--- src/rtl/vmd_pkg.sv ---
// Shared types, constants and arctangent table of the vector magnitude and direction unit.
package vmd_pkg;

  localparam int unsigned ZACC_W      = 32;
  localparam int unsigned MAG_W       = 25;
  localparam int unsigned GUARD_SHIFT = 16;
  localparam int unsigned MAX_STEPS   = 24;
  localparam int unsigned QUEUE_DEPTH = 4;

  localparam logic [ZACC_W-1:0] TURN_ZERO          = 32'h0000_0000;
  localparam logic [ZACC_W-1:0] TURN_QUARTER       = 32'h4000_0000;
  localparam logic [ZACC_W-1:0] TURN_HALF          = 32'h8000_0000;
  localparam logic [ZACC_W-1:0] TURN_THREE_QUARTER = 32'hC000_0000;

  localparam logic [MAG_W-1:0] MAG_MAX = '1;

  typedef enum logic [2:0] {
    VEC_ZERO,
    VEC_POS_X,
    VEC_NEG_X,
    VEC_UP,
    VEC_DOWN,
    VEC_GENERAL
  } vec_kind_e;

  localparam int unsigned KIND_W = 3;

  function automatic logic [ZACC_W-1:0] atan_unit(input int unsigned idx);
    logic [ZACC_W-1:0] a;
    case (idx)
      0:  a = 32'h2000_0000;
      1:  a = 32'h12E4_051E;
      2:  a = 32'h09FB_385B;
      3:  a = 32'h0511_11D4;
      4:  a = 32'h028B_0D43;
      5:  a = 32'h0145_D7E1;
      6:  a = 32'h00A2_F61E;
      7:  a = 32'h0051_7C55;
      8:  a = 32'h0028_BE53;
      9:  a = 32'h0014_5F2F;
      10: a = 32'h000A_2F98;
      11: a = 32'h0005_17CC;
      12: a = 32'h0002_8BE6;
      13: a = 32'h0001_45F3;
      14: a = 32'h0000_A2FA;
      15: a = 32'h0000_517D;
      16: a = 32'h0000_28BE;
      17: a = 32'h0000_145F;
      18: a = 32'h0000_0A30;
      19: a = 32'h0000_0518;
      20: a = 32'h0000_028C;
      21: a = 32'h0000_0146;
      22: a = 32'h0000_00A3;
      23: a = 32'h0000_0051;
      default: a = '0;
    endcase
    return a;
  endfunction

endpackage

--- src/rtl/vmd_front.sv ---
// Front stage: accept a point pair, form the difference vector and classify it.
module vmd_front import vmd_pkg::*; #(
  parameter int unsigned COORD_BITS = 16
) (
  input  logic                         clk_i,
  input  logic                         rst_ni,
  input  logic                         in_valid_i,
  output logic                         in_ready_o,
  input  logic signed [COORD_BITS-1:0] start_x_i,
  input  logic signed [COORD_BITS-1:0] start_y_i,
  input  logic signed [COORD_BITS-1:0] end_x_i,
  input  logic signed [COORD_BITS-1:0] end_y_i,
  output logic                         out_valid_o,
  input  logic                         out_ready_i,
  output logic signed [COORD_BITS:0]   out_dx_o,
  output logic signed [COORD_BITS:0]   out_dy_o,
  output vec_kind_e                    out_kind_o
);

  localparam int unsigned C = COORD_BITS;

  logic              valid_d, valid_q;
  logic signed [C:0] dx_d, dx_q, dy_d, dy_q;
  vec_kind_e         kind_d, kind_q;
  logic              load;

  assign in_ready_o = !valid_q || out_ready_i;
  assign load       = in_valid_i && in_ready_o;

  always_comb begin
    dx_d = {end_x_i[C-1], end_x_i} - {start_x_i[C-1], start_x_i};
    dy_d = {end_y_i[C-1], end_y_i} - {start_y_i[C-1], start_y_i};
    if (dx_d == '0 && dy_d == '0) begin
      kind_d = VEC_ZERO;
    end else if (dy_d == '0) begin
      kind_d = dx_d[C] ? VEC_NEG_X : VEC_POS_X;
    end else if (dx_d == '0) begin
      kind_d = dy_d[C] ? VEC_UP : VEC_DOWN;
    end else begin
      kind_d = VEC_GENERAL;
    end
    valid_d = load || (valid_q && !out_ready_i);
  end

  always_ff @(posedge clk_i or negedge rst_ni) begin
    if (!rst_ni) begin
      valid_q <= 1'b0;
    end else begin
      valid_q <= valid_d;
    end
  end

  always_ff @(posedge clk_i) begin
    if (load) begin
      dx_q   <= dx_d;
      dy_q   <= dy_d;
      kind_q <= kind_d;
    end
  end

  assign out_valid_o = valid_q;
  assign out_dx_o    = dx_q;
  assign out_dy_o    = dy_q;
  assign out_kind_o  = kind_q;

endmodule

--- config.mk ---
export PLATFORM = sky130hd
export DESIGN_NAME = vmd_front
export DESIGN_NICKNAME = d
export VERILOG_FILES = /design/src/rtl/vmd_pkg.sv /design/src/rtl/vmd_front.sv
export SDC_FILE = /design/constraint.sdc
export NUM_CORES = 1
export LEC_CHECK = 0
export ABC_CLOCK_PERIOD_IN_PS = 4600
export BUFFER_PORTS_ARGS = -buffer_cell sky130_fd_sc_hd__buf_2
export CAP_MARGIN = 5
export CELL_PAD_IN_SITES_DETAIL_PLACEMENT = 1
export CELL_PAD_IN_SITES_GLOBAL_PLACEMENT = 1
export CORE_MARGIN = 2
export CORE_UTILIZATION = 41
export DETAILED_ROUTE_END_ITERATION = 7
export PLACE_DENSITY = 0.94
export SLEW_MARGIN = 20
export SYNTH_ARGS = -nofsm -noshare
export SYNTH_HDL_FRONTEND = slang
export SYNTH_SLANG_ARGS = --single-unit
--- constraint.sdc ---
create_clock -name clk_i -period 4.6 [get_ports clk_i]
set_clock_uncertainty 0.15 [all_clocks]
set_input_delay 0.46 -clock clk_i [delete_from_list [all_inputs] [get_ports clk_i]]
set_output_delay 0.46 -clock clk_i [all_outputs]
set_load 0.01 [all_outputs]
==> out/qor.yml, run 1 <==
run_status: "finished, final reports clean"
share_comb_of_total_power: 0.360
synthAdderAreaFrac: 0.1414
post_synth_and_or_nand_nor_area_fraction: 0.1659
netSwitchingPower_uw: 352.2
finish.instance_area_sq_um: 3849
ys_async_rst_share: 0.02632
fillers: 896
mappedNetlistNets: 430
min_period_over_period: 0.7443
setup-tns-final_ns: 0
clockPowerShare: 0.215
post_synth_instance_area_sq_um: 3115
critical_path.startpoint_type: "input port"
syn_area_per_cell_sq_um: 9.498
cp.required_ns: 4.51
globalRoute.totalOverflow: 0
cts_sinks: 38
crit_path_max_fanout: 4
synthDominantCellAreaShare: 0.3566
core-area_sq_um: 7292
swShare: 0.3370
cts_buffers: 5
synth_flop_type: "sky130_fd_sc_hd__edfxtp_1"
port_buffers: 106
via_count_of_the_first_global_routing_pass: 3006
dr.pass1.iters: 4
gp_congestion: 0.8386
drt.antenna.violating_nets: 0
number_of_gates_given_a_new_drive_strength_after_cts: 0
postSynthRegisterBits: 38
die-width_microns: 91.17
post_synth_main_area_contributors: "sky130_fd_sc_hd__edfxtp_1, sky130_fd_sc_hd__ha_1, sky130_fd_sc_hd__inv_1"
totalPowerFinal_uw: 1045
drv.max_cap_violation_count: 0
floorplan.rows: 31
cts_root_buffer: "sky130_fd_sc_hd__clkbuf_8"
vias_per_cell: 5.507
portion_of_netlist_area_occupied_by_mux_cells: 0.006426
route.final.wire_length_microns: 8877
hold_violations: 0
worst-setup-path-type: "in -> reg"
post-synth-top-area-cell: "sky130_fd_sc_hd__edfxtp_1"
clk_latency_ns: 0.29
met2_usage: 0.4093
met3_usage_in_global_routing: 0.03817
worst_ir_drop_vdd_uv: 112.2
grt.total_usage: 0.2100
part_of_the_yosys_area_used_for_sequential_elements: 0.3647
drv_slew: 0
final_core_util: 0.5278
syn-instance-count: 328
grt_util_met1: 0.2301
initial_utilization: 0.4272
design.die.area_sq_um: 8312
synthXorXnorAreaFrac: 0.04779
total_leakage_power_uw: 0.001876
fin_hold_ws_ns: 0.2166
internal_power_uw: 692.7
cp_data_arrival_time_ns: 3.33
initialDrtViolationCount: 85
proportion_of_layout_cells_with_a_drive_suffix_above_1: 0.2812
synth_edf_count: 37
routed-via-count: 2974
grt_first_pass_wirelength_microns: 14140
cts.repair_timing.setup_buffer_count: 0
slew_headroom: 0.4250
rsz0062_at_grt: "false"
worst_pin_slew_ns: 0.8626
htree_num_levels: 2
power.density_cell_area_nw_per_um2: 271.5
placement.cell_area_sq_um: 3756
maxClockFrequency_mhz: 292.1
ys_types: 58
cts.hold.buffers_added: 1
design.portCount: 107
largest_family_of_logic_cells_by_synthesized_area: "compound AO/OA/AOI/OAI gates"
worst_setup_path_end_kind: "register"
hold_path_class: "in -> reg"
seqPwrFrac: 0.425
worst_setup_hold_path_clk_slew_ns: 0.08
cts_tree: "built"
maximum_number_of_pins_on_one_net_before_global_route_repair: 38
final.min_clock_period_ns: 3.424
detail_route.drc_violations: 0
die_outline_height_microns: 91.17
yosys_warnings: 0
gr-max-usage-layer: "met2"
cts.path.max_buffers: 2
finalSetupViolations: 0
place_hpwl_microns: 7370
initial_antenna_violation_count: 0
finalNetCount: 542
n_antenna_cell: 0
syn_to_layout_area_delta_pct: 23.53
wire_per_inst_microns: 16.44
synth_compound_area_frac: 0.2112
## placed cells by master, fill, tap and decap left out, drive strengths merged, types with 3 or more instances in the layout
cell type	n
a2111o	3
a21boi	3
a21o	6
a21oi	24
and2	8
and3	3
buf	106
clkbuf	6
edfxtp	37
ha	32
inv	48
nand2	20
nand2b	7
nand3	3
nor2	15
nor2b	7
nor3	4
nor4	4
o211a	6
o211ai	5
o21a	6
o21ai	22
o31a	3
or3	8
or4	3
xnor2	8
xor2	9
## worst max-delay path: stages
cell	delay, ns
sky130_fd_sc_hd__buf_2	0.08
sky130_fd_sc_hd__inv_1	0.04
sky130_fd_sc_hd__ha_1	0.20
sky130_fd_sc_hd__fa_1	0.42
sky130_fd_sc_hd__nor2b_1	0.29
sky130_fd_sc_hd__o2111a_1	0.29
sky130_fd_sc_hd__o21ai_2	0.10
sky130_fd_sc_hd__a21boi_1	0.24
sky130_fd_sc_hd__o21ai_0	0.13
sky130_fd_sc_hd__a2111o_1	0.40
sky130_fd_sc_hd__or4b_1	0.54
sky130_fd_sc_hd__o21a_1	0.14
## cell usage after synthesis (3+ instances only)
library cell and count:
sky130_fd_sc_hd__a2111o_1 3, sky130_fd_sc_hd__or4_1 3, sky130_fd_sc_hd__ha_1 32, sky130_fd_sc_hd__xnor2_1 8
sky130_fd_sc_hd__a21oi_1 24, sky130_fd_sc_hd__o211ai_1 5, sky130_fd_sc_hd__o211a_1 6, sky130_fd_sc_hd__xor2_1 9
sky130_fd_sc_hd__o31a_1 3, sky130_fd_sc_hd__inv_1 48, sky130_fd_sc_hd__a21o_1 6, sky130_fd_sc_hd__and2_1 7
sky130_fd_sc_hd__o21a_1 6, sky130_fd_sc_hd__nand2_1 20, sky130_fd_sc_hd__nor4_1 3, sky130_fd_sc_hd__nor2b_1 7
sky130_fd_sc_hd__or3_1 8, sky130_fd_sc_hd__nand2b_1 6, sky130_fd_sc_hd__nor3_1 4, sky130_fd_sc_hd__and3_1 3
sky130_fd_sc_hd__o21ai_0 20, sky130_fd_sc_hd__nand3_1 3, sky130_fd_sc_hd__edfxtp_1 37, sky130_fd_sc_hd__nor2_1 15
## stage by stage
stage,instances,worst slack (ns)
4_1_cts,540,1.184
2_1_floorplan,328,1.217
6_report,540,1.176
5_1_grt,540,1.023
3_5_place_dp,531,0.8795
3_3_place_gp,531,1.026
## layout make-up
type | instances | area [sq um] | area share
Clock inverter | 2 | 10.01 | 0.002601
Inverter | 48 | 180.2 | 0.04681
Tap cell | 99 | 123.9 | 0.03218
Multi-Input combinational cell | 240 | 1785 | 0.4639
Clock buffer | 6 | 72.57 | 0.01886
Sequential cell | 38 | 1136 | 0.2952
Timing Repair Buffer | 107 | 540.5 | 0.1404
## path summary, 6_finish.rpt
check                                            from                     endpoint  slack, ns  depth (start not counted)
worst max-delay path                       end_x_i[0]  out_kind_o[2]$_SDFFCE_PP0P_       1.18                         12
worst min-delay path                       in_valid_i        out_valid_o$_DFF_PN0_       0.22                          2
worst max register to register  out_valid_o$_DFF_PN0_       out_dy_o[16]$_DFFE_PP_       2.85                          2
worst min register to register  out_valid_o$_DFF_PN0_        out_valid_o$_DFF_PN0_       0.38                          2
max in group asynchronous                      rst_ni        out_valid_o$_DFF_PN0_       3.88                          2
min in group asynchronous                      rst_ni        out_valid_o$_DFF_PN0_       0.33                          2
## power by group through the flow
stage | sequential [uW] | combinational, uW | clock, uW
final | 444 | 377 | 224
after global routing | 445 | 416 | 240
after CTS | 443 | 376 | 226
after global placement | 449 | 351 | 0
after floorplan | 465 | 226 | 0
after detailed placement | 451 | 372 | 0
## per-layer routing
| metal | wire length [microns] | share of wire |
|---|---|---|
| met3 | 413 | 0.047 |
| met4 | 157 | 0.018 |
| met5 | 0 | 0 |
| met1 | 3561 | 0.40 |
| met2 | 4745 | 0.53 |
## flip-flops by register name, summed over array words and instances (netlist names)
name	cells
out_dy_o	17
out_valid_o	1
out_dx_o	17
out_kind_o	3
## cell families (layout without fill, tap and decap cells)
group | count (synthesis) | count (layout)
compound gates | 95 | 95
xor+xnor | 17 | 17
fa+ha+maj | 34 | 34
buf+inv | 50 | 163
flops | 38 | 38
mux | 2 | 2
simple gates | 92 | 92
No activity file was read; power rests on OpenSTA's default activity.
==> run 2, diff against run 1 <==
ABC_CLOCK_PERIOD_IN_PS = 3170   (was 4600)
CORE_UTILIZATION = 38   (was 41)
PLACE_DENSITY = 0.88   (was 0.94)
clock period = 3.17 ns   (was 4.6 ns; I/O delays follow)
==> run 2 against run 1 <==
  * Sequential cell count unchanged
  * Sequential power grew 44%
  * Clock power increased by 120%
  * Largest cell class unchanged
  * Highest routed layer unchanged
==> out/qor.yml, run 2 (synthesis results as in run 1) <==
setup-tns-final_ns: 0  # unchanged
initial_utilization: 0.3850  # -0.04228
crit_path_max_fanout: 4  # unchanged
grt_util_met1: 0.2253  # -0.004797
initial_antenna_violation_count: 0  # unchanged
die-width_microns: 94.55  # +3.7%
fillers: 977  # +9.0%
min_period_over_period: 0.9735
routed-via-count: 3066  # +3.1%
proportion_of_layout_cells_with_a_drive_suffix_above_1: 0.3503  # +0.06914
wire_per_inst_microns: 15.89  # -3.4%
r2r-start: "out_valid_o$_DFF_PN0_"
cts_sinks: 38  # unchanged
total_leakage_power_uw: 0.002049  # +9.2%
whs_path_depth: 2  # unchanged
port_buffers: 106  # unchanged
maxClockFrequency_mhz: 324.0
worst_ir_drop_vdd_uv: 160.8  # +43%
vias_per_cell: 5.323  # -3.3%
core-area_sq_um: 8093  # +11%
die_outline_height_microns: 94.55  # +3.7%
reg_to_reg_critical_path_endpoint: "out_dx_o[12]$_DFFE_PP_"
power.density_cell_area_nw_per_um2: 413.8  # +52%
detail_route.drc_violations: 0  # unchanged
initialDrtViolationCount: 103  # +21%
crit_end: "out_kind_o[0]$_SDFFCE_PP0P_"
worst_pin_slew_ns: 0.8847  # +0.02212 ns
r2r_slack_ns: 1.40  # -1.45 ns
cp_data_arrival_time_ns: 2.98  # -0.35 ns
worst_setup_path_startpoint: "end_x_i[0]"
cts_buffers: 5  # unchanged
layout_commonest_cell: "sky130_fd_sc_hd__buf_2"
place_hpwl_microns: 7393  # +0.32%
critical_path.startpoint_type: "input port"
hold_violations: 0  # unchanged
cts.path.max_buffers: 2  # unchanged
finalNetCount: 572  # +5.5%
met2_usage: 0.3970  # -0.01224
gp_congestion: 0.8994  # +7.3%
final_core_util: 0.5193  # -0.008471
via_count_of_the_first_global_routing_pass: 3109  # +3.4%
route.final.wire_length_microns: 9150  # +3.1%
worst_setup_path_end_kind: "register"
final.min_clock_period_ns: 3.086
detailedPlace.worstSlack_ns: -0.3134  # -1.193 ns
dr.pass1.iters: 4  # unchanged
htree_num_levels: 2  # unchanged
r2r.worst_path.cells: 2  # unchanged
final_cell_mix: "sky130_fd_sc_hd__buf_2, sky130_fd_sc_hd__inv_1, sky130_fd_sc_hd__edfxtp_1, sky130_fd_sc_hd__ha_1, sky130_fd_sc_hd__buf_4"
worst_slack_ns: 0.08396  # -1.092 ns
drv.max_cap_violation_count: 0  # unchanged
design.die.area_sq_um: 8939  # +7.5%
globalRoute.totalOverflow: 0  # unchanged
drv_slew: 0  # unchanged
hold_path_class: "in -> reg"
cp.required_ns: 3.07  # -1.44 ns
floorplan.rows: 33  # +6.5%
run_status: "finished, final reports clean"
grt.total_usage: 0.2034  # -0.006609
worst-setup-path-type: "in -> reg"
met3_usage_in_global_routing: 0.03432  # -0.003857
drt.antenna.violating_nets: 0  # unchanged
n_antenna_cell: 0  # unchanged
slew_headroom: 0.4102  # -0.01475
gr-max-usage-layer: "met2"
cts_tree: "built"
worst_setup_hold_path_clk_slew_ns: 0.08  # about the same
syn_to_layout_area_delta_pct: 34.90
grt_first_pass_wirelength_microns: 14320  # +1.3%
cts_root_buffer: "sky130_fd_sc_hd__clkbuf_8"
design.portCount: 107  # unchanged
rsz0062_at_grt: "true"
maximum_number_of_pins_on_one_net_before_global_route_repair: 38  # unchanged
finalSetupViolations: 0  # unchanged
clk_latency_ns: 0.28  # about the same
==> run 2: cell types whose count changed in the layout (fill, tap and decap cells not counted), sizes merged <==
cell    before  now
bufinv       0    2
clkinv       2    1
buf        106  136
clkbuf       6    5
==> run 2: repair_timing <==
| action | in CTS | in global routing |
|---|---|---|
| pin swaps | 1 | 0 |
| hold buffers | 1 | 0 |
| gates resized for setup | 2 | 9 |
| endpoints found under the setup margin | 2 | 3 |
| setup buffers | 0 | 1 |
| hold endpoints to repair | 1 | 0 |
==> run 2: power by group <==
part	total, uW	internal, uW	switching [uW]
Clock	485	312	173
Combinational	613	271	342
Sequential	641	626	15.4
==> run 2: worst min path at each step <==
stage,start,end
5_1_grt,in_valid_i,out_valid_o$_DFF_PN0_
2_1_floorplan,rst_ni,out_valid_o$_DFF_PN0_
6_report,in_valid_i,out_valid_o$_DFF_PN0_
3_5_place_dp,rst_ni,out_valid_o$_DFF_PN0_
3_3_place_gp,rst_ni,out_valid_o$_DFF_PN0_
4_1_cts,in_valid_i,out_valid_o$_DFF_PN0_
==> run 2: layout make-up <==
cell class	count	area, sq um	area share
clock buffers	5	68.82	0.01637
clock inverters	3	63.81	0.01518
flip-flops and latches	38	1136	0.2703
repair buffers	137	765.7	0.1822
well taps	105	131.4	0.03126
multi-input cells	240	1857	0.4418
inverters	48	180.2	0.04287
==> run 2: metrics by stage <==
step	total power [uW]	instances	hold WS [ns]	area (sq um)
floorplan	1006	328	-0.1286	3126
global placement	1211	566	-0.05695	3991
detailed placement	1240	566	-0.04879	3991
CTS	1740	575	0.07640	4144
global route	1837	576	0.09252	4203
finish	1739	576	0.08764	4203
==> run 2: critical path, stage by stage <==
cell and delay [ns]:
sky130_fd_sc_hd__buf_2 0.10, sky130_fd_sc_hd__inv_1 0.08, sky130_fd_sc_hd__ha_4 0.14, sky130_fd_sc_hd__fa_2 0.20, sky130_fd_sc_hd__nor2b_2 0.05, sky130_fd_sc_hd__o2111a_2 0.28, sky130_fd_sc_hd__buf_4 0.15, sky130_fd_sc_hd__o21ai_4 0.17
sky130_fd_sc_hd__a21boi_2 0.09, sky130_fd_sc_hd__or3_1 0.33, sky130_fd_sc_hd__a2111o_1 0.43, sky130_fd_sc_hd__or4_1 0.47, sky130_fd_sc_hd__o21a_1 0.18
==> run 2: metal layers <==
| layer | vias to the layer above | share of wire |
|---|---|---|
| met5 | - | 0 |
| met4 | 0 | 0.022 |
| met3 | 20 | 0.043 |
| met2 | 102 | 0.54 |
| met1 | 1461 | 0.39 |
| li1 | 1483 | - |
