$ cat config.mk
export PLATFORM = sky130hd
export DESIGN_NAME = vmd_queue
export DESIGN_NICKNAME = d
export VERILOG_FILES = /design/src/rtl/vmd_pkg.sv /design/src/rtl/vmd_queue.sv
export SDC_FILE = /design/constraint.sdc
export NUM_CORES = 1
export LEC_CHECK = 0
export ABC_CLOCK_PERIOD_IN_PS = 1900
export BUFFER_PORTS_ARGS = -buffer_cell sky130_fd_sc_hd__buf_2
export CAP_MARGIN = 30
export CORE_MARGIN = 2
export CORE_UTILIZATION = 35
export DETAILED_ROUTE_END_ITERATION = 16
export MAX_ROUTING_LAYER = met4
export SETUP_SLACK_MARGIN = 0.4
export SKIP_LAST_GASP = 1
export SLEW_MARGIN = 10
export SYNTH_ARGS = -nofsm -noshare
export SYNTH_HDL_FRONTEND = slang
export SYNTH_SLANG_ARGS = --single-unit
export TNS_END_PERCENT = 20
$ cat constraint.sdc
create_clock -name clk_i -period 1.9 [get_ports clk_i]
set_clock_uncertainty 0.05 [all_clocks]
set_input_delay 0.095 -clock clk_i [delete_from_list [all_inputs] [get_ports clk_i]]
set_output_delay 0.095 -clock clk_i [all_outputs]
set_load 0.02 [all_outputs]
$ cat src/rtl/vmd_pkg.sv
// Shared types, constants and arctangent table of the vector magnitude and direction unit.
package vmd_pkg;

  localparam int unsigned ZACC_W      = 32;
  localparam int unsigned MAG_W       = 25;
  localparam int unsigned GUARD_SHIFT = 16;
  localparam int unsigned MAX_STEPS   = 24;
  localparam int unsigned QUEUE_DEPTH = 4;

  localparam logic [ZACC_W-1:0] TURN_ZERO          = 32'h0000_0000;
  localparam logic [ZACC_W-1:0] TURN_QUARTER       = 32'h4000_0000;
  localparam logic [ZACC_W-1:0] TURN_HALF          = 32'h8000_0000;
  localparam logic [ZACC_W-1:0] TURN_THREE_QUARTER = 32'hC000_0000;

  localparam logic [MAG_W-1:0] MAG_MAX = '1;

  typedef enum logic [2:0] {
    VEC_ZERO,
    VEC_POS_X,
    VEC_NEG_X,
    VEC_UP,
    VEC_DOWN,
    VEC_GENERAL
  } vec_kind_e;

  localparam int unsigned KIND_W = 3;

  function automatic logic [ZACC_W-1:0] atan_unit(input int unsigned idx);
    logic [ZACC_W-1:0] a;
    case (idx)
      0:  a = 32'h2000_0000;
      1:  a = 32'h12E4_051E;
      2:  a = 32'h09FB_385B;
      3:  a = 32'h0511_11D4;
      4:  a = 32'h028B_0D43;
      5:  a = 32'h0145_D7E1;
      6:  a = 32'h00A2_F61E;
      7:  a = 32'h0051_7C55;
      8:  a = 32'h0028_BE53;
      9:  a = 32'h0014_5F2F;
      10: a = 32'h000A_2F98;
      11: a = 32'h0005_17CC;
      12: a = 32'h0002_8BE6;
      13: a = 32'h0001_45F3;
      14: a = 32'h0000_A2FA;
      15: a = 32'h0000_517D;
      16: a = 32'h0000_28BE;
      17: a = 32'h0000_145F;
      18: a = 32'h0000_0A30;
      19: a = 32'h0000_0518;
      20: a = 32'h0000_028C;
      21: a = 32'h0000_0146;
      22: a = 32'h0000_00A3;
      23: a = 32'h0000_0051;
      default: a = '0;
    endcase
    return a;
  endfunction

endpackage

$ cat src/rtl/vmd_queue.sv
// Short register queue that decouples the front stage from the compute pipeline.
module vmd_queue import vmd_pkg::*; #(
  parameter int unsigned WIDTH = 8
) (
  input  logic             clk_i,
  input  logic             rst_ni,
  input  logic             in_valid_i,
  output logic             in_ready_o,
  input  logic [WIDTH-1:0] in_data_i,
  output logic             out_valid_o,
  input  logic             out_ready_i,
  output logic [WIDTH-1:0] out_data_o
);

  localparam int unsigned PTR_W = $clog2(QUEUE_DEPTH);
  localparam int unsigned CNT_W = $clog2(QUEUE_DEPTH + 1);

  logic [WIDTH-1:0] mem_q [QUEUE_DEPTH];
  logic [PTR_W-1:0] wr_ptr_d, wr_ptr_q, rd_ptr_d, rd_ptr_q;
  logic [CNT_W-1:0] count_d, count_q;
  logic             push, pop;

  assign in_ready_o  = count_q != CNT_W'(QUEUE_DEPTH);
  assign out_valid_o = count_q != '0;
  assign push        = in_valid_i && in_ready_o;
  assign pop         = out_valid_o && out_ready_i;
  assign out_data_o  = mem_q[rd_ptr_q];

  always_comb begin
    wr_ptr_d = push ? wr_ptr_q + 1'b1 : wr_ptr_q;
    rd_ptr_d = pop ? rd_ptr_q + 1'b1 : rd_ptr_q;
    case ({push, pop})
      2'b10:   count_d = count_q + 1'b1;
      2'b01:   count_d = count_q - 1'b1;
      default: count_d = count_q;
    endcase
  end

  always_ff @(posedge clk_i or negedge rst_ni) begin
    if (!rst_ni) begin
      wr_ptr_q <= '0;
      rd_ptr_q <= '0;
      count_q  <= '0;
    end else begin
      wr_ptr_q <= wr_ptr_d;
      rd_ptr_q <= rd_ptr_d;
      count_q  <= count_d;
    end
  end

  always_ff @(posedge clk_i) begin
    if (push) begin
      mem_q[wr_ptr_q] <= in_data_i;
    end
  end

  a_count_bound: assert property (@(posedge clk_i) disable iff (!rst_ni)
    count_q <= CNT_W'(QUEUE_DEPTH))
    else $error("queue fill count beyond depth");

endmodule

==> results of run 1 <==
critical path: cells and delay by family (launching register included):
kind	cells	cell delay [ns]
and+or+nand+nor	3	0.67
adders and majority gates	2	0.44
DFF	1	0.38
xor gates and xnor gates	2	0.28
buffers and inverters	2	0.08
layer usage:
layer / track usage / share of wire / up-vias
li1: - / - / 389
met1: 0.1399 / 0.43 / 406
met2: 0.1924 / 0.52 / 20
met3: 0.05556 / 0.047 / 4
met4: 0.04403 / 0.0078 / 0
met5: - / 0 / -
area by class of cell:
type | instances | share of cell area
sequential | 39 | 0.5483
multi-input combinational | 32 | 0.2095
timing repair buffer | 41 | 0.1588
clock buffer | 6 | 0.03502
tap | 52 | 0.03140
inverter | 6 | 0.01087
clock inverter | 2 | 0.006039
cells in the final DEF (no fill, tap or decap):
master / count
and2_4: 2
and3_2: 4
buf_2: 14
buf_4: 9
buf_6: 9
clkbuf_1: 1
clkbuf_8: 5
clkinv_2: 1
clkinvlp_4: 1
dfrtp_1: 7
dlygate4sd3_1: 9
edfxtp_1: 32
fa_2: 1
ha_1: 4
ha_4: 1
inv_1: 4
inv_2: 2
mux2_4: 1
mux2i_1: 1
mux4_2: 8
nand3_1: 1
nor2_1: 1
or3_4: 1
or3b_4: 1
xnor2_1: 3
xor2_1: 3
per-stage QoR:
step                instances    util  hold WS (ns)  setup WS [ns]  area [um^2]
CTS                       177  0.4684       0.03887        -0.1152         2039
global placement          159  0.4198       -0.1130       -0.06397         1828
finish                    178  0.4759       0.04501        -0.1033         2072
floorplan                  79       -       -0.2506        -0.1865         1599
detailed placement        159  0.4198       -0.1061        -0.1202         1828
global route              178  0.4759       0.05100        -0.2286         2072
path summary, 6_finish.rpt:
check	slack [ns]	from	end
max in group asynchronous	1.52	rst_ni	rd_ptr_q[0]$_DFFE_PN0P_
max	-0.10	count_q[1]$_DFFE_PN0P_	count_q[2]$_DFFE_PN0P_
min	0.05	out_ready_i	rd_ptr_q[1]$_DFFE_PN0P_
min reg2reg	0.52	wr_ptr_q[1]$_DFFE_PN0P_	wr_ptr_q[1]$_DFFE_PN0P_
max reg2reg	-0.10	count_q[1]$_DFFE_PN0P_	count_q[2]$_DFFE_PN0P_
min in group asynchronous	0.12	rst_ni	count_q[0]$_DFFE_PN0P_
sequential cells by signal (all words and copies together), names as in the netlist:
name,cells
mem_q,32
rd_ptr_q,2
count_q,3
wr_ptr_q,2
kinds of logic after synthesis:
group | after synthesis | synth area share
adders and majority gates | 6 | 0.05226
muxes | 10 | 0.1298
DFF | 39 | 0.7189
xor gates and xnor gates | 6 | 0.03326
buffers and inverters | 8 | 0.01979
and+or+nand+nor | 10 | 0.04592
where the power goes:
group / total (mW) / switching, mW / internal [mW]
Clock: 0.532 / 0.275 / 0.256
Sequential: 1.28 / 0.119 / 1.16
Combinational: 1.36 / 0.619 / 0.745
Total: 3.17 / 1.01 / 2.16
synthesized netlist by cell type:
master,number,area (um^2)
mux4_2,8,180.2
and2_4,1,8.760
or3b_4,1,11.26
and2_1,1,6.260
xor2_1,3,26.28
xnor2_1,3,26.28
ha_1,5,62.56
fa_1,1,20.02
nand3_1,1,5.000
buf_2,1,5.000
or3_2,1,7.510
dfrtp_1,7,175.2
inv_1,6,22.52
nor2_1,1,3.750
edfxtp_1,32,960.9
and3_2,4,30.03
mux2_4,1,15.01
buf_1,1,3.750
mux2i_1,1,10.01
timing repair:
item	CTS	global route
setup endpoints to repair	46	46
pin swaps	4	3
buffers inserted	1	1
endpoints found under the hold margin	39	0
hold buffers	9	0
resized for setup	9	8
==> results.tsv, run 1 <==
stage	metric	value	unit
die	I/O Pins	22	
place	hpwl dp	1889	um
sta	Peak Freq	0.4992	GHz
sta	actual transition at the worst max-transition pin	0.4475	ns
clock_tree	Num CTS Buffers	5	
sta	final hold vios	0	
clock_tree	H-tree depth	2	
synth	Avg Inst Size Synth	20.00	um^2
grt	All-Layer GR Usage	0.1230	
route	TritonRoute pass-1 iters	4	
status	failing checks	setup timing	
critical_path	Critical Path AT	2.16	ns
die	die span in x	71.20	um
synth	Cell Area, Synth	0.001580	mm^2
final_layout	n_diodes	0	
sta	endpoints failing setup	2	
grt	first-pass GRT wire length	4291	um
die	Row Count	24	
final_layout	Multi-input gate area	434.2	um^2
min_path	class of the most critical hold timing path	input pin to flip-flop	
final_layout	Reg area	0.001136	mm^2
synth	YS warnings	0	
critical_path	CP required	2.06	ns
min_path	worst hold path depth	3	
final_layout	Layout Area Growth over Synthesis	31.12	%
route	Vias	819	
route	via density per instance	4.601	
power	peak supply drop	0.6915	mV
clock_tree	TritonCTS clock tree	built	
sta	max_slew headroom	0.7017	
synth	sequential area share after synthesis	0.7189	
die	core box area	0.004354	mm^2
sta	fin crit share	1.054	
power	Design Power	3.174	mW
sta	Pins Over Slew Limit	0	
sta	worst setup margin	-0.1033	ns
power	Pleak	0.8022	nW
critical_path	Setup Crit Path Kind	flip-flop to flip-flop	
run	max cap viols	0	
critical_path	critical path peak fanout	2	
route	Final ANT Viol Nets	0	
die	die height	71.20	um
final_layout	# nets final	143	
grt	initial antenna violation count	0	
grt	largest net degree at the start of global routing	13	
synth	synthesized net count	97	
clock_tree	CTS Buffer Depth	2	
critical_path	nature of the critical path endpoint	flip-flop	
power	Power Density	1532	mW/mm^2
place	port buffer count	21	
final_layout	Fill cells	379	
status	status	complete, but fails checks	
clock_tree	CTS Sinks	39	
route	Avg WL per Cell	15.08	um
sta	RSZ-0062 raised after global routing	true	
route	Initial DRC Count	19	
clock_tree	Clk pin slew, worst setup/hold paths	0.07	ns
grt	vias in the first global route	874	
die	die area	0.005069	mm^2
critical_path	max incr delay on CP	0.40	ns
sta	Setup TNS Final	-0.1576	ns
clock_tree	root buf cell	clkbuf_8	
synth	post-synth cell types	19	
die	effective utilization at floorplan	0.3629	
route	DRC Markers	0	
critical_path	crit-path cells	or3b_4 -> and2_4 -> inv_2 -> ha_4 -> inv_2 -> fa_2 -> xor2_1 -> nor2_1 -> xor2_1	
place	Placer Congestion	0.6953	
clock_tree	latest clock arrival within the worst-skew pair	0.28	ns
critical_path	Startpoint Class	flip-flop	
critical_path	R2R depth	9	
final_layout	share of cells above drive strength 1	0.4762	
critical_path	slowest cell on the critical path	or3b_4	
sta	crit path time final	2.003	ns
synth	#FFs+latches synth	39	
grt	total grt overflow	0	
route	final WL	2685	um
synth	Gate Count Post-Synth	79	
(Power assumes the default switching activity.)
==> run 2: changes to the inputs <==
--- a/config.mk
+++ b/config.mk
@@ -5,6 +5,7 @@
 export SDC_FILE = /design/constraint.sdc
 export NUM_CORES = 1
 export LEC_CHECK = 0
+export ABC_AREA = 1
 export ABC_CLOCK_PERIOD_IN_PS = 1900
 export BUFFER_PORTS_ARGS = -buffer_cell sky130_fd_sc_hd__buf_2
 export CAP_MARGIN = 30
==> results.tsv, run 2 <==
stage	metric	value	unit	change
status	status	complete, no violations		
place	hpwl dp	1895	um	+0.31%
grt	All-Layer GR Usage	0.1318		+0.008794
sta	Pins Over Slew Limit	0		unchanged
synth	Post-synth EDFFs	32		unchanged
synth	Synth async-reset ratio	0.1795		unchanged
power	Psw	1.382	mW	+36%
critical_path	Critical Path AT	1.83	ns	-0.33 ns
synth	synthesized net count	170		+75%
route	Initial DRC Count	54		+35
sta	crit path time final	1.693	ns	-0.3107 ns
synth	cell type with the highest aggregate area in the netlist	edfxtp_1		
grt	first-pass GRT wire length	5050	um	+18%
power	Power Density	1556	mW/mm^2	+1.6%
power	sw frac	0.3853		+0.06603
place	port buffer count	21		unchanged
clock_tree	root buf cell	clkbuf_8		
synth	most frequent cell after synthesis	nand2_1		
min_path	class of the most critical hold timing path	input pin to flip-flop		
grt	vias in the first global route	1093		+25%
critical_path	Startpoint Class	flip-flop		
sta	actual transition at the worst max-transition pin	0.1976	ns	-0.2499 ns
synth	#FFs+latches synth	39		unchanged
route	via density per instance	4.308		-6.4%
route	TritonRoute pass-1 iters	4		unchanged
final_layout	fin cells	273		+53%
grt	total grt overflow	0		unchanged
critical_path	critical path peak fanout	3		+1
clock_tree	Clk pin slew, worst setup/hold paths	0.08	ns	about the same
route	Final ANT Viol Nets	0		unchanged
critical_path	R2R depth	11		+2
synth	Avg Inst Size Synth	11.41	um^2	-43%
synth	Synth top area share	0.5541		-0.05396
sta	final hold vios	0		unchanged
clock_tree	Num CTS Buffers	5		unchanged
synth	sequential area share after synthesis	0.6551		-0.06380
die	Row Count	25		+4.2%
sta	RSZ-0062 raised after global routing	true		
die	die area	0.005534	mm^2	+9.2%
run	max cap viols	0		unchanged
final_layout	# nets final	223		+56%
critical_path	Setup Crit Path Kind	flip-flop to flip-flop		
sta	max_slew headroom	0.8678		+0.1661
final_layout	n_diodes	0		unchanged
route	Vias	1176		+44%
power	Pleak	1.018	nW	+27%
place	Placer Congestion	0.7440		+7.0%
final_layout	share of cells above drive strength 1	0.3301		-0.1461
critical_path	nature of the critical path endpoint	flip-flop		
sta	Peak Freq	0.5908	GHz	+18%
die	core box area	0.004755	mm^2	+9.2%
power	Design Power	3.588	mW	+13%
synth	Cell Area, Synth	0.001734	mm^2	+9.7%
sta	fin crit share	0.8908		-0.1635
power	peak supply drop	0.6118	mV	-12%
synth	synth cell count leaders	nand2_1 (40), edfxtp_1 (32), inv_1 (28)		
final_layout	Layout Area Growth over Synthesis	32.97	%	
sta	endpoints failing setup	0		-2
grt	initial antenna violation count	0		unchanged
final_layout	biggest regs	mem_q (32), count_q (3)		
final_layout	Final Cell Area	0.002306	mm^2	+11%
sta	Setup TNS Final	0	ns	+0.1576 ns
place	DP Area	0.001959	mm^2	+7.2%
power	Pint	2.205	mW	+2.1%
clock_tree	latest clock arrival within the worst-skew pair	0.29	ns	about the same
route	DRC Markers	0		unchanged
synth	largest cells by area after synthesis	edfxtp_1 (55%), dfrtp_1 (10%), nand2_1 (8.7%), o211ai_1 (6.9%), inv_1 (6.1%)		
final_layout	Fill cells	446		+18%
clock_tree	CTS Buffer Depth	2		unchanged
route	Avg WL per Cell	11.82	um	-22%
die	die span in x	74.39	um	+4.5%
critical_path	worst r2r src	count_q[2]$_DFFE_PN0P_		
synth	post-synth cell types	17		-2
synth	Gate Count Post-Synth	152		+92%
place	placed insts	241		+52%
synth	top_reg_cell synth	edfxtp_1		
grt	largest net degree at the start of global routing	18		+5
critical_path	crit path capture	count_q[2]$_DFFE_PN0P_		
final_layout	most common cell after layout, fill and taps aside	nand2_1		
power	sequential share of power	0.357		-0.046
die	effective utilization at floorplan	0.3647		+0.001806
die	die height	74.39	um	+4.5%
clock_tree	H-tree depth	2		unchanged
synth	YS warnings	0		unchanged
critical_path	CP Launch Point	count_q[2]$_DFFE_PN0P_		
final_layout	most frequent cells in the layout	nand2_1 (37), edfxtp_1 (32), inv_1 (25)		
critical_path	worst reg2reg path endpoint	count_q[2]$_DFFE_PN0P_		
power	clock power share	0.192		+0.024
critical_path	CP required	2.04	ns	-0.02 ns
power	combinational share of power	0.451		+0.021
die	I/O Pins	22		unchanged
final_layout	final core utilization	0.4850		+0.009138
clock_tree	CTS Sinks	39		unchanged
final_layout	max reg flops	32		unchanged
clock_tree	TritonCTS clock tree	built		
final_layout	Most flops, register	mem_q		
critical_path	reg-to-reg slack, setup	0.21	ns	+0.31 ns
route	final WL	3226	um	+20%
[run 2: area by class of cell]
type                            count  area (um^2)  area share
Inverter                           32        132.6     0.05751
Timing Repair inverter              1        6.256    0.002713
Clock inverter                      3        47.55     0.02062
Timing Repair Buffer               49        337.8      0.1465
Clock buffer                        5        68.82     0.02984
Multi-Input combinational cell     77        490.5      0.2127
Tap cell                           67        83.83     0.03635
Sequential cell                    39         1139      0.4938
[run 2: cells by family (layout without fill, tap and decap cells)]
family                     count (synthesis)  count (layout)  share of synthesized area
and+or+nand+nor                           53              53                     0.1284
DFF                                       39              39                     0.6551
buffers and inverters                     36              90                    0.09162
AOI/OAI and AO/OA                         17              17                    0.07215
xor gates and xnor gates                   1               1                   0.005051
adders and majority gates                  6               6                    0.04762
[run 2: how the worst min path moves through the flow]
| stage | cells after the start | slack [ns] | start | endpoint |
|---|---|---|---|---|
| after global placement | 1 | -0.11 | rst_ni | count_q[1]$_DFFE_PN0P_ |
| after floorplan | 0 | -0.25 | rst_ni | count_q[0]$_DFFE_PN0P_ |
| final | 3 | 0.04 | in_valid_i | wr_ptr_q[1]$_DFFE_PN0P_ |
| after CTS | 3 | 0.02 | out_ready_i | rd_ptr_q[0]$_DFFE_PN0P_ |
| after global routing | 3 | 0.05 | in_valid_i | wr_ptr_q[0]$_DFFE_PN0P_ |
| after detailed placement | 1 | -0.11 | rst_ni | count_q[2]$_DFFE_PN0P_ |
[run 2: per-layer routing]
metal	track usage	vias up	wire length [um]
met5	-	-	0
met4	0.07738	0	95
met3	0.02439	9	100
met2	0.2104	19	1629
met1	0.1554	540	1400
li1	-	608	-
[run 2: power groups by stage]
stage	clock, mW	combinational, mW	sequential (mW)
3_3_place_gp	0	1.29	1.30
2_1_floorplan	0	1.03	1.24
4_1_cts	0.702	1.49	1.30
3_5_place_dp	0	1.31	1.30
5_1_grt	0.733	1.81	1.30
6_report	0.690	1.62	1.28
[run 2: metrics by stage]
stage	hold WS [ns]	setup WS [ns]
after floorplan	-0.2506	0.2451
after global placement	-0.1073	0.2126
after detailed placement	-0.1055	0.1900
after CTS	0.02329	0.3020
after global routing	0.05268	0.1322
final	0.03917	0.2074
[run 2: repair_timing]
item | CTS | global route
pin swaps | 5 | 2
setup buffers | 10 | 4
endpoints found under the setup margin | 10 | 15
gates cloned | 1 | 0
hold buffers | 9 | 0
resized for setup | 8 | 5
endpoints found under the hold margin | 39 | 0
[run 2: critical path, stage by stage, from the launching register on]
cell     delay [ns]
dfrtp_1        0.44
inv_2          0.09
nand3_4        0.07
nand2_2        0.07
inv_2          0.07
ha_4           0.15
inv_4          0.04
fa_2           0.34
nand2_2        0.09
nand3_2        0.07
nand2_1        0.07
nand2_1        0.05
